File: config.mk
export PLATFORM = sky130hd
export DESIGN_NAME = rclk_mem
export DESIGN_NICKNAME = d
export VERILOG_FILES = /design/src/hw/rtl/rclk_pkg.sv /design/src/hw/rtl/rclk_mem.sv
export SDC_FILE = /design/constraint.sdc
export NUM_CORES = 2
export LEC_CHECK = 0
export BUFFER_PORTS_ARGS = -buffer_cell sky130_fd_sc_hd__buf_2
export CORE_MARGIN = 1.5
export CORE_UTILIZATION = 32
export DETAILED_ROUTE_END_ITERATION = 7
export PLACE_DENSITY = 0.54
export RECOVER_POWER = 25
export SLEW_MARGIN = 5
export SYNTH_ARGS = -nofsm -noshare
export SYNTH_HDL_FRONTEND = slang
export SYNTH_SLANG_ARGS = --single-unit
File: constraint.sdc
create_clock -name clk -period 6 [get_ports clk]
set_clock_uncertainty 0.2 [all_clocks]
set_input_delay 0.6 -clock clk [delete_from_list [all_inputs] [get_ports clk]]
set_output_delay 0.6 -clock clk [all_outputs]
set_load 0.02 [all_outputs]
File: src/hw/rtl/rclk_pkg.sv
package rclk_pkg;

    localparam int COORD_W         = 24;
    localparam int ID_W            = 16;
    localparam int SLOT_W          = 6;
    localparam int CFG_W           = 7;
    localparam int DIST_W          = 2 * COORD_W + 1;
    localparam int MAX_REGIONS_DEF = 64;

    localparam int IN_DATA_W  = 72;
    localparam int OUT_DATA_W = 64;

    typedef enum logic [1:0] {
        REQ_LOAD    = 2'd0,
        REQ_NEAREST = 2'd1,
        REQ_CENTER  = 2'd2
    } req_t;

    typedef struct packed {
        logic signed [COORD_W-1:0] y;
        logic signed [COORD_W-1:0] x;
        logic        [ID_W-1:0]    id;
    } entry_t;

    typedef struct packed {
        logic   match;
        entry_t entry;
    } scan_tag_t;

endpackage

File: src/hw/rtl/rclk_mem.sv
module rclk_mem #(
    parameter int DEPTH = 64,
    parameter int AW    = 6
) (
    input  logic              clk,
    input  logic              we,
    input  logic [AW-1:0]     waddr,
    input  rclk_pkg::entry_t  wdata,
    input  logic [AW-1:0]     raddr,
    output rclk_pkg::entry_t  rdata
);
    import rclk_pkg::*;

    entry_t mem_reg [DEPTH];
    entry_t rdata_reg;

    // Write port and registered read port, read-before-write
    always_ff @(posedge clk)
    begin
        if (we)
        begin
            mem_reg[waddr] <= wdata;
        end
        rdata_reg <= mem_reg[raddr];
    end

    assign rdata = rdata_reg;

endmodule

==> results.md <==
* Post-CTS Setup Bufs at 0
* TritonRoute pass-1 iters at 6
* Synth Register Bits at 4160
* Hold Crit Class: in2reg
* Cell area after layout at 180000 um2
* Sequential share of power at 53.6%
* Placed inst area at 167000 um2
* Footprint of the multi-input gates at 30800 um2
* Syn Area/Cell at 23.7 um2
* GPL Wtd Cong at 0.765
* CTS root buf: clkbuf_16
* Fillers at 43829
* Failing checks: max-capacitance violations, max-slew violations
* CTS tree: built
* Worst slew pin tran at 3.34 ns
* Leak at 55.0 nW
* Post-Synth XOR/XNOR Area at 0%
* Final Hold Vio Count at 0
* Share of layout cells above drive strength 1 at 27.6%
* Switching pwr at 13.1 mW
* Net count after synthesis at 6676
* Adder-cell share of the synthesized area at 0%
* Register area share after synthesis at 79.5%
* Complex-gate fraction of the synthesized area at 2.48%
* CP Class: in2reg
* Top cell type's share of synthesized area at 78.7%
* Max reg flops at 4096
* Depth of the worst register-to-register path at 5
* CORE AREA at 486000 um2
* Relative slew slack at -123%
* Clk_lat worst skew at 0.97 ns
* Reg-to-reg critical path endpoint: rdata[2]
* Status: finished with violations
* Die width at 702 um
* Reg clk slew, reported paths at 0.06 ns
* DP HPWL at 246000 um
* CP peak stage delay at 2.29 ns
* Post-Synthesis Cells at 6598
* Final setup viols at 0
* Row count at 256
* Post-synthesis mux area share at 15.6%
* Final worst path period share at 51.3%
* Cts repair resizes at 0
* Critical path, cell by cell: clkbuf_1, clkbuf_1
* Htree depth at 5
* Overflow after GRT at 0
* Sw Share at 21.7%
* Clock network power share at 41.7%
* Placed cell count at 13057
* DRC at 0
* Power Dens Cells at 336 nW/um2
* R2r startpoint: mem_reg[12][2]
* Initial Util at 32.2%
* Vias at 75131
* Yosys warns at 0
* Synth Cell Area at 156000 um2
* Synth top area cells: edfxtp_1, mux4_2, mux2i_1, dfxtp_1, a22oi_1
* Total GRT Usage at 18.5%
* Largest net degree at the start of global routing at 115
* FF/Latch Area at 124000 um2
* Layout area overhead at 15.1%
* Via density at 5.43
* Slew Viols, Final at 2990
* CP Launch Type: input pin
* Required time worst endpoint at 6.07 ns
* Area of the die at 493000 um2
* MaxCap Viol Count at 46
* Routed Antenna Nets at 0
* Crit path to: mem_reg[0][32]
* Final Power at 60.4 mW
* R2r setup slk at 3.66 ns
* Fin util at 37.0%
* Main combinational cell family by area after synthesis: multiplexers
* Setup TNS at 0 ns
* CP startpoint: wdata[32]
* CP max-delay cell: clkbuf_1
* Combinational share of power at 4.7%
* Unrepaired setup endpoints after global routing: false
* Worst Path Buf+Inv at 2
* Distinct cells, synth at 33
* Antenna violations before repair at 56
* Nets at 7100
* CP arrival at 3.15 ns
* VDD IR max at 0.256 mV
* Yosys top cell by area: edfxtp_1
* Io pins at 142
* Max Clock Freq at 0.325 GHz
* Non-Filler Instances at 13847
* Levels on crit path at 2
* Family with the most delay on the worst path: buffers and inverters
* Die H at 702 um
* Final min period at 3.08 ns
* Vias in the first global route at 77118
* CTS buffer count at 413
* Post-synthesis simple-gate area fraction at 1.24%
* Critical Path Most Common Cell: clkbuf_1
* CP max FO at 64
* DRT iter0 DRCs at 9240
* CTS sink count at 4160
* Port bufs at 141
* Cell-internal power at 47.3 mW
* Post-Route WL at 464000 um
* CTS hold repair buffers at 0
* CP Capture Type: flip-flop
* First-pass GRT wire length at 638000 um
* CTS Buffer Depth at 4
* WL/cell at 33.5 um
-- cells in the mapped netlist --
library cell  instances
and2_1                3
nor2b_1              28
nor2_1              112
mux4_2             1024
nand4_1               2
and3_1               64
o221ai_1             38
mux2i_1             135
nand3b_1              2
buf_4                34
or2_2                28
a211oi_1             63
o22ai_1              83
dfxtp_1              64
a31o_1                1
nand2_1              58
a41oi_1              26
buf_2               170
or3b_2                1
a22oi_1             168
or3_1                29
nand3_1              45
clkbuf_1            140
nand2b_1             11
inv_1                19
a2bb2oi_1            19
buf_1                20
nand4b_1              1
a22o_1               88
nor3_1                2
edfxtp_1           4096
a31oi_1              18
buf_6                 6
-- area by class of cell --
cell class,count,area share (%)
sequential,4160,69.1
multi-input combinational,2049,17.1
clock buffer,552,6.21
tap,6450,4.48
timing repair buffer,379,1.97
clock inverter,224,1.11
inverter,19,0.0396
antenna,14,0.0195
-- worst register-to-register path, delay by kind of cell (launching register included) --
kind            cells  cell delay (ns)
compound gates      2             0.77
mux                 1             0.47
simple gates        2             0.39
flops               1             0.37
-- metrics by stage --
stage | hold slack, ns | worst slack [ns]
after floorplan | 0.499 | 1.17
final | 0.200 | 2.92
after global routing | 0.176 | 2.91
after global placement | 0.636 | 1.96
after CTS | 0.0774 | 3.02
after detailed placement | 0.646 | 1.95
-- power by group through the flow --
stage               clock network, mW  logic (mW)  registers (mW)
finish                           25.2        2.83            32.4
floorplan                           0        1.50            32.9
detailed placement                  0        2.87            33.0
global route                     26.7        3.00            32.4
global placement                    0        2.83            33.0
CTS                              25.6        2.88            32.4
-- worst min path at each step --
stage	to	slack, ns	cells past startpoint	from
after floorplan	mem_reg[0][0]	0.50	0	wdata[0]
after global placement	rdata[18]	0.64	4	mem_reg[47][18]
after detailed placement	rdata[0]	0.65	4	mem_reg[37][0]
after CTS	mem_reg[15][44]	0.08	2	wdata[44]
after global routing	rdata[16]	0.18	4	raddr[4]
final	rdata[16]	0.20	4	raddr[4]
-- routing by layer --
layer / global-route usage [%] / vias to the layer above / wire length [um]
li1: - / 29392 / -
met4: 5.28 / 18 / 14100
met5: 0 / - / 99
met3: 2.68 / 683 / 31400
met2: 31.6 / 3064 / 231000
met1: 24.7 / 41974 / 187000
-- layout by cell type (no fill, tap or decap), drive strengths merged, types with 29 or more instances in the layout --
master | netlist | layout
a211oi | 63 | 63
a22o | 88 | 88
a22oi | 168 | 168
and3 | 64 | 64
buf | 230 | 332
clkbuf | 140 | 599
clkinv | 0 | 182
dfxtp | 64 | 64
edfxtp | 4096 | 4096
mux2i | 135 | 135
mux4 | 1024 | 1024
nand2 | 58 | 58
nand3 | 45 | 45
nor2 | 112 | 112
o221ai | 38 | 38
o22ai | 83 | 83
or3 | 29 | 29
-- logic make-up after synthesis --
kind of cell,Yosys count
AO/OA/AOI/OAI,504
buffers and inverters,389
flip-flops,4160
multiplexers,1159
AND/OR/NAND/NOR,386
No activity file was read; power rests on OpenSTA's default activity.
