**config.mk**
```make
export PLATFORM = sky130hd
export DESIGN_NAME = rclk_dist
export DESIGN_NICKNAME = d
export VERILOG_FILES = /design/src/hw/rtl/rclk_pkg.sv /design/src/hw/rtl/rclk_dist.sv
export SDC_FILE = /design/constraint.sdc
export NUM_CORES = 2
export LEC_CHECK = 0
export ABC_AREA = 0
export BUFFER_PORTS_ARGS = -buffer_cell sky130_fd_sc_hd__buf_4
export CORE_UTILIZATION = 60
export DETAILED_ROUTE_END_ITERATION = 8
export PLACE_DENSITY_LB_ADDON = 0.2
export SETUP_SLACK_MARGIN = 0.5
export SLEW_MARGIN = 0
export SYNTH_ARGS = -nofsm -noshare
export SYNTH_HDL_FRONTEND = slang
export SYNTH_SLANG_ARGS = --single-unit
```
**constraint.sdc**
```tcl
create_clock -name clk -period 19.7 [get_ports clk]
set_clock_uncertainty 0.2 [all_clocks]
set_input_delay 5.91 -clock clk [delete_from_list [all_inputs] [get_ports clk]]
set_output_delay 5.91 -clock clk [all_outputs]
set_load 0.01 [all_outputs]
```
**src/hw/rtl/rclk_pkg.sv**
```systemverilog
package rclk_pkg;

    localparam int COORD_W         = 24;
    localparam int ID_W            = 16;
    localparam int SLOT_W          = 6;
    localparam int CFG_W           = 7;
    localparam int DIST_W          = 2 * COORD_W + 1;
    localparam int MAX_REGIONS_DEF = 64;

    localparam int IN_DATA_W  = 72;
    localparam int OUT_DATA_W = 64;

    typedef enum logic [1:0] {
        REQ_LOAD    = 2'd0,
        REQ_NEAREST = 2'd1,
        REQ_CENTER  = 2'd2
    } req_t;

    typedef struct packed {
        logic signed [COORD_W-1:0] y;
        logic signed [COORD_W-1:0] x;
        logic        [ID_W-1:0]    id;
    } entry_t;

    typedef struct packed {
        logic   match;
        entry_t entry;
    } scan_tag_t;

endpackage

```
**src/hw/rtl/rclk_dist.sv**
```systemverilog
module rclk_dist (
    input  logic                                    clk,
    input  logic                                    rst_n,
    input  logic                                    in_valid,
    input  logic signed [rclk_pkg::COORD_W-1:0]     px,
    input  logic signed [rclk_pkg::COORD_W-1:0]     py,
    input  rclk_pkg::scan_tag_t                     tag_in,
    output logic                                    out_valid,
    output logic        [rclk_pkg::DIST_W-1:0]      dist_sum,
    output rclk_pkg::scan_tag_t                     tag_out,
    output logic                                    busy
);
    import rclk_pkg::*;

    localparam int SQ_W = 2 * COORD_W;

    logic                v1_reg, v2_reg, v3_reg;
    logic [COORD_W-1:0]  adx_reg, ady_reg;
    logic [SQ_W-1:0]     sqx_reg, sqy_reg;
    logic [DIST_W-1:0]   sum_reg;
    scan_tag_t           tag1_reg, tag2_reg, tag3_reg;

    logic signed [COORD_W:0] dx, dy;
    logic        [COORD_W:0] ndx, ndy;
    logic [COORD_W-1:0]      adx_next, ady_next;

    // Difference of two in-range coordinates never exceeds COORD_W magnitude bits
    always_comb
    begin
        dx       = $signed({px[COORD_W-1], px}) -
                   $signed({tag_in.entry.x[COORD_W-1], tag_in.entry.x});
        dy       = $signed({py[COORD_W-1], py}) -
                   $signed({tag_in.entry.y[COORD_W-1], tag_in.entry.y});
        ndx      = -dx;
        ndy      = -dy;
        adx_next = dx[COORD_W] ? ndx[COORD_W-1:0] : dx[COORD_W-1:0];
        ady_next = dy[COORD_W] ? ndy[COORD_W-1:0] : dy[COORD_W-1:0];
    end

    always_ff @(posedge clk or negedge rst_n)
    begin
        if (!rst_n)
        begin
            v1_reg <= 1'b0;
            v2_reg <= 1'b0;
            v3_reg <= 1'b0;
        end
        else
        begin
            v1_reg <= in_valid;
            v2_reg <= v1_reg;
            v3_reg <= v2_reg;
        end
    end

    // Abs difference, then squares, then sum
    always_ff @(posedge clk)
    begin
        adx_reg  <= adx_next;
        ady_reg  <= ady_next;
        tag1_reg <= tag_in;
        sqx_reg  <= SQ_W'(adx_reg) * SQ_W'(adx_reg);
        sqy_reg  <= SQ_W'(ady_reg) * SQ_W'(ady_reg);
        tag2_reg <= tag1_reg;
        sum_reg  <= DIST_W'(sqx_reg) + DIST_W'(sqy_reg);
        tag3_reg <= tag2_reg;
    end

    assign out_valid = v3_reg;
    assign dist_sum  = sum_reg;
    assign tag_out   = tag3_reg;
    assign busy      = v1_reg | v2_reg | v3_reg;

endmodule

```
==> metrics.cfg <==
[status]
status = completed

[timing]
final_number_of_hold_violating_endpoints = 0
slew-limit-headroom = 0.165
rsz_0062_raised_after_global_routing = no
totalNegativeSetupSlack_ns = 0
layout_min_cycle_time_ns = 9.01
fmax_mhz = 111
final-setup-viol-count = 0
worst_pin_slew_ns = 1.25
layout_worst_path_cycle_share = 0.457
final-max-slew-violation-count = 0

[synth]
yosys.cell_types.count = 82
yosys_register_bits = 389
post_synth_inst_count = 4856
synth_edf_count = 0
syn-num-nets = 6271
post_synth_instance_area_sq_mm = 0.0461
synth_sequential_area_ratio = 0.169
most_common_flop_cell_mapped_by_yosys = sky130_fd_sc_hd__dfxtp_1
synth_top_cell_by_area = sky130_fd_sc_hd__fa_1
yosys_warnings = 0
post_synth.cell_area_avg_sq_um = 9.49
synth-async-reset-ratio = 0.00771
netlist.area_leader.share = 0.367
synth.top_cells.by_area = sky130_fd_sc_hd__fa_1, sky130_fd_sc_hd__dfxtp_1, sky130_fd_sc_hd__ha_1

[floorplanning]
die-width_um = 279
design.core.area_sq_mm = 0.0759
die_area_sq_mm = 0.0779
design.portCount = 232
initial_core_util = 0.607
die_h_um = 279
std_cell_rows = 101

[clocking]
htreeDepth = 2
cts.clk_slew.worst_paths_ns = 0.07
tritoncts = yes
numCtsBuffers = 44
root_buffer = sky130_fd_sc_hd__clkbuf_16
clk_latency_ns = 0.63
ctsHoldBuffers = 0
ctsLongestPathBuffers = 3
cts_repair_resize_count = 0
cts_sinks = 389
cts.repair_timing.setup_buffer_count = 0

[final_layout]
antenna_cells_inserted = 0
layoutNonFillerInstCount = 6123
fill_cells = 6150
fraction_of_layout_cells_with_a_size_suffix_above_1 = 0.0760
post_layout_util = 0.665
layout.cell_area.non_filler_sq_mm = 0.0505
final_net_count = 6474
syn2layout_area_growth_pct = 9.68

[drt]
drt_drc_violations_left = 0
num_vias = 32200
first_iter_violations = 1773
firstDrtPassIters = 5
via_per_inst = 5.26
final_antenna_net_count = 0
wire_per_inst_um = 16.4
route.final.wire_length_mm = 100

[worst_setup_path]
startpoint_type = primary input
critical_path_arrival_ns = 9.30
critical_path_required_time_ns = 19.99
crit_fanout = 4
path_class = primary input to flop
timing.critical_path.to_type = flop

[worst_hold_path]
hp-class = flop to flop

[placed_design]
place.detailed.instances = 6043
gp_routability_congestion = 0.894
detailed_place_hpwl_mm = 79.9
post_dp_cell_area_sq_mm = 0.0490
port_buffers = 231

[grt]
antenna_found_initial = 2
largest_net_degree_at_the_start_of_global_routing = 26
grt_use_total = 0.270
grt_overflow_total = 0
via_count_of_the_first_global_routing_pass = 34400
first_pass_grt_wire_length_mm = 168

[run]
maxCapViolations = 0

Yosys cell counts (8+ instances only):
library cell	number
sky130_fd_sc_hd__inv_1	1284
sky130_fd_sc_hd__fa_1	845
sky130_fd_sc_hd__ha_1	454
sky130_fd_sc_hd__nand2_1	396
sky130_fd_sc_hd__dfxtp_1	386
sky130_fd_sc_hd__and2_1	236
sky130_fd_sc_hd__a21oi_1	167
sky130_fd_sc_hd__nor2_1	159
sky130_fd_sc_hd__xnor2_1	145
sky130_fd_sc_hd__clkbuf_1	114
sky130_fd_sc_hd__o21ai_0	87
sky130_fd_sc_hd__a21o_1	84
sky130_fd_sc_hd__xor2_1	72
sky130_fd_sc_hd__nand3_1	46
sky130_fd_sc_hd__nor3_1	34
sky130_fd_sc_hd__nor2b_1	31
sky130_fd_sc_hd__o21a_1	25
sky130_fd_sc_hd__o21bai_1	19
sky130_fd_sc_hd__nand2b_1	18
sky130_fd_sc_hd__a211oi_1	17
sky130_fd_sc_hd__a31oi_1	15
sky130_fd_sc_hd__and3_1	15
sky130_fd_sc_hd__o211ai_1	15
sky130_fd_sc_hd__o31ai_1	15
sky130_fd_sc_hd__nand4_1	14
sky130_fd_sc_hd__or3_1	11
sky130_fd_sc_hd__or2_2	9
sky130_fd_sc_hd__a21boi_0	8
layout by cell type (no fill, tap or decap), types with 9 or more instances in the layout:
| cell type | instances |
|---|---|
| sky130_fd_sc_hd__and3_1 | 15 |
| sky130_fd_sc_hd__and2_1 | 236 |
| sky130_fd_sc_hd__clkbuf_16 | 44 |
| sky130_fd_sc_hd__a31oi_1 | 15 |
| sky130_fd_sc_hd__inv_1 | 1284 |
| sky130_fd_sc_hd__nand3_1 | 46 |
| sky130_fd_sc_hd__nor2b_1 | 31 |
| sky130_fd_sc_hd__nand4_1 | 14 |
| sky130_fd_sc_hd__o31ai_1 | 15 |
| sky130_fd_sc_hd__fa_1 | 845 |
| sky130_fd_sc_hd__o21a_1 | 25 |
| sky130_fd_sc_hd__buf_4 | 273 |
| sky130_fd_sc_hd__ha_1 | 454 |
| sky130_fd_sc_hd__o211ai_1 | 15 |
| sky130_fd_sc_hd__xor2_1 | 72 |
| sky130_fd_sc_hd__a21o_1 | 84 |
| sky130_fd_sc_hd__nand2_1 | 396 |
| sky130_fd_sc_hd__or3_1 | 11 |
| sky130_fd_sc_hd__a211oi_1 | 17 |
| sky130_fd_sc_hd__dfxtp_1 | 386 |
| sky130_fd_sc_hd__xnor2_1 | 145 |
| sky130_fd_sc_hd__o21bai_1 | 19 |
| sky130_fd_sc_hd__nor2_1 | 159 |
| sky130_fd_sc_hd__nand2b_1 | 18 |
| sky130_fd_sc_hd__a21oi_1 | 167 |
| sky130_fd_sc_hd__nor3_1 | 34 |
| sky130_fd_sc_hd__or2_2 | 9 |
| sky130_fd_sc_hd__o21ai_0 | 87 |
area by class of cell:
class	instances	area [sq um]	area share
Clock inverter	29	380	0.00753
Sequential cell	389	7800	0.154
Timing Repair Buffer	273	2050	0.0406
Tap cell	1030	1290	0.0255
Inverter	1284	4820	0.0954
Clock buffer	51	1180	0.0233
Multi-Input combinational cell	3067	33000	0.653
final timing paths:
| path | from | end | slack [ns] | depth (start not counted) |
|---|---|---|---|---|
| min in group asynchronous | rst_n | v2_reg | 4.88 | 1 |
| worst max register to register | ady_reg[0] | sqy_reg[46] | 10.95 | 24 |
| worst min-delay path | tag2_reg[61] | tag_out[61] | 0.12 | 0 |
| worst min register to register | tag2_reg[61] | tag_out[61] | 0.12 | 0 |
| worst max-delay path | px[0] | adx_reg[23] | 10.69 | 15 |
| max in group asynchronous | rst_n | out_valid | 14.33 | 1 |
logic make-up (layout without fill, tap and decap cells):
logic type / after synthesis / after routing / share of synthesized area
adder cells (fa/ha/maj): 1299 / 1299 / 0.490
flip-flops: 389 / 389 / 0.169
AO/OA/AOI/OAI: 542 / 542 / 0.0781
multiplexers: 5 / 5 / 0.00114
XOR/XNOR: 217 / 217 / 0.0412
buffers and inverters: 1400 / 1637 / 0.114
AND/OR/NAND/NOR: 1004 / 1004 / 0.106
worst max-delay path: stages:
cell	delay [ns]
sky130_fd_sc_hd__buf_4	0.11
sky130_fd_sc_hd__inv_1	0.05
sky130_fd_sc_hd__ha_1	0.17
sky130_fd_sc_hd__inv_1	0.06
sky130_fd_sc_hd__fa_1	0.43
sky130_fd_sc_hd__a211oi_2	0.27
sky130_fd_sc_hd__o21ai_1	0.16
sky130_fd_sc_hd__a221o_1	0.41
sky130_fd_sc_hd__a2111o_1	0.42
sky130_fd_sc_hd__o311a_1	0.16
sky130_fd_sc_hd__nor3_2	0.24
sky130_fd_sc_hd__nand4b_2	0.23
sky130_fd_sc_hd__nor4_4	0.33
sky130_fd_sc_hd__a41oi_1	0.19
sky130_fd_sc_hd__xnor2_1	0.15
metal layers:
layer | wire length, um | track usage | vias up
met5 | 0 | 0 | -
met4 | 2570 | 0.0752 | 0
met3 | 6590 | 0.0393 | 181
met2 | 48800 | 0.455 | 863
met1 | 42300 | 0.362 | 16000
li1 | - | - | 15100
per-stage QoR:
stage	hold slack [ns]	setup slack [ns]
global route	0.128	10.51
detailed placement	0.112	10.13
CTS	0.123	10.75
floorplan	0.110	10.56
finish	0.120	10.69
global placement	0.110	10.18
Power is not shown: default switching activity piles up to over one toggle a cycle in this logic, so the estimate is an artifact.
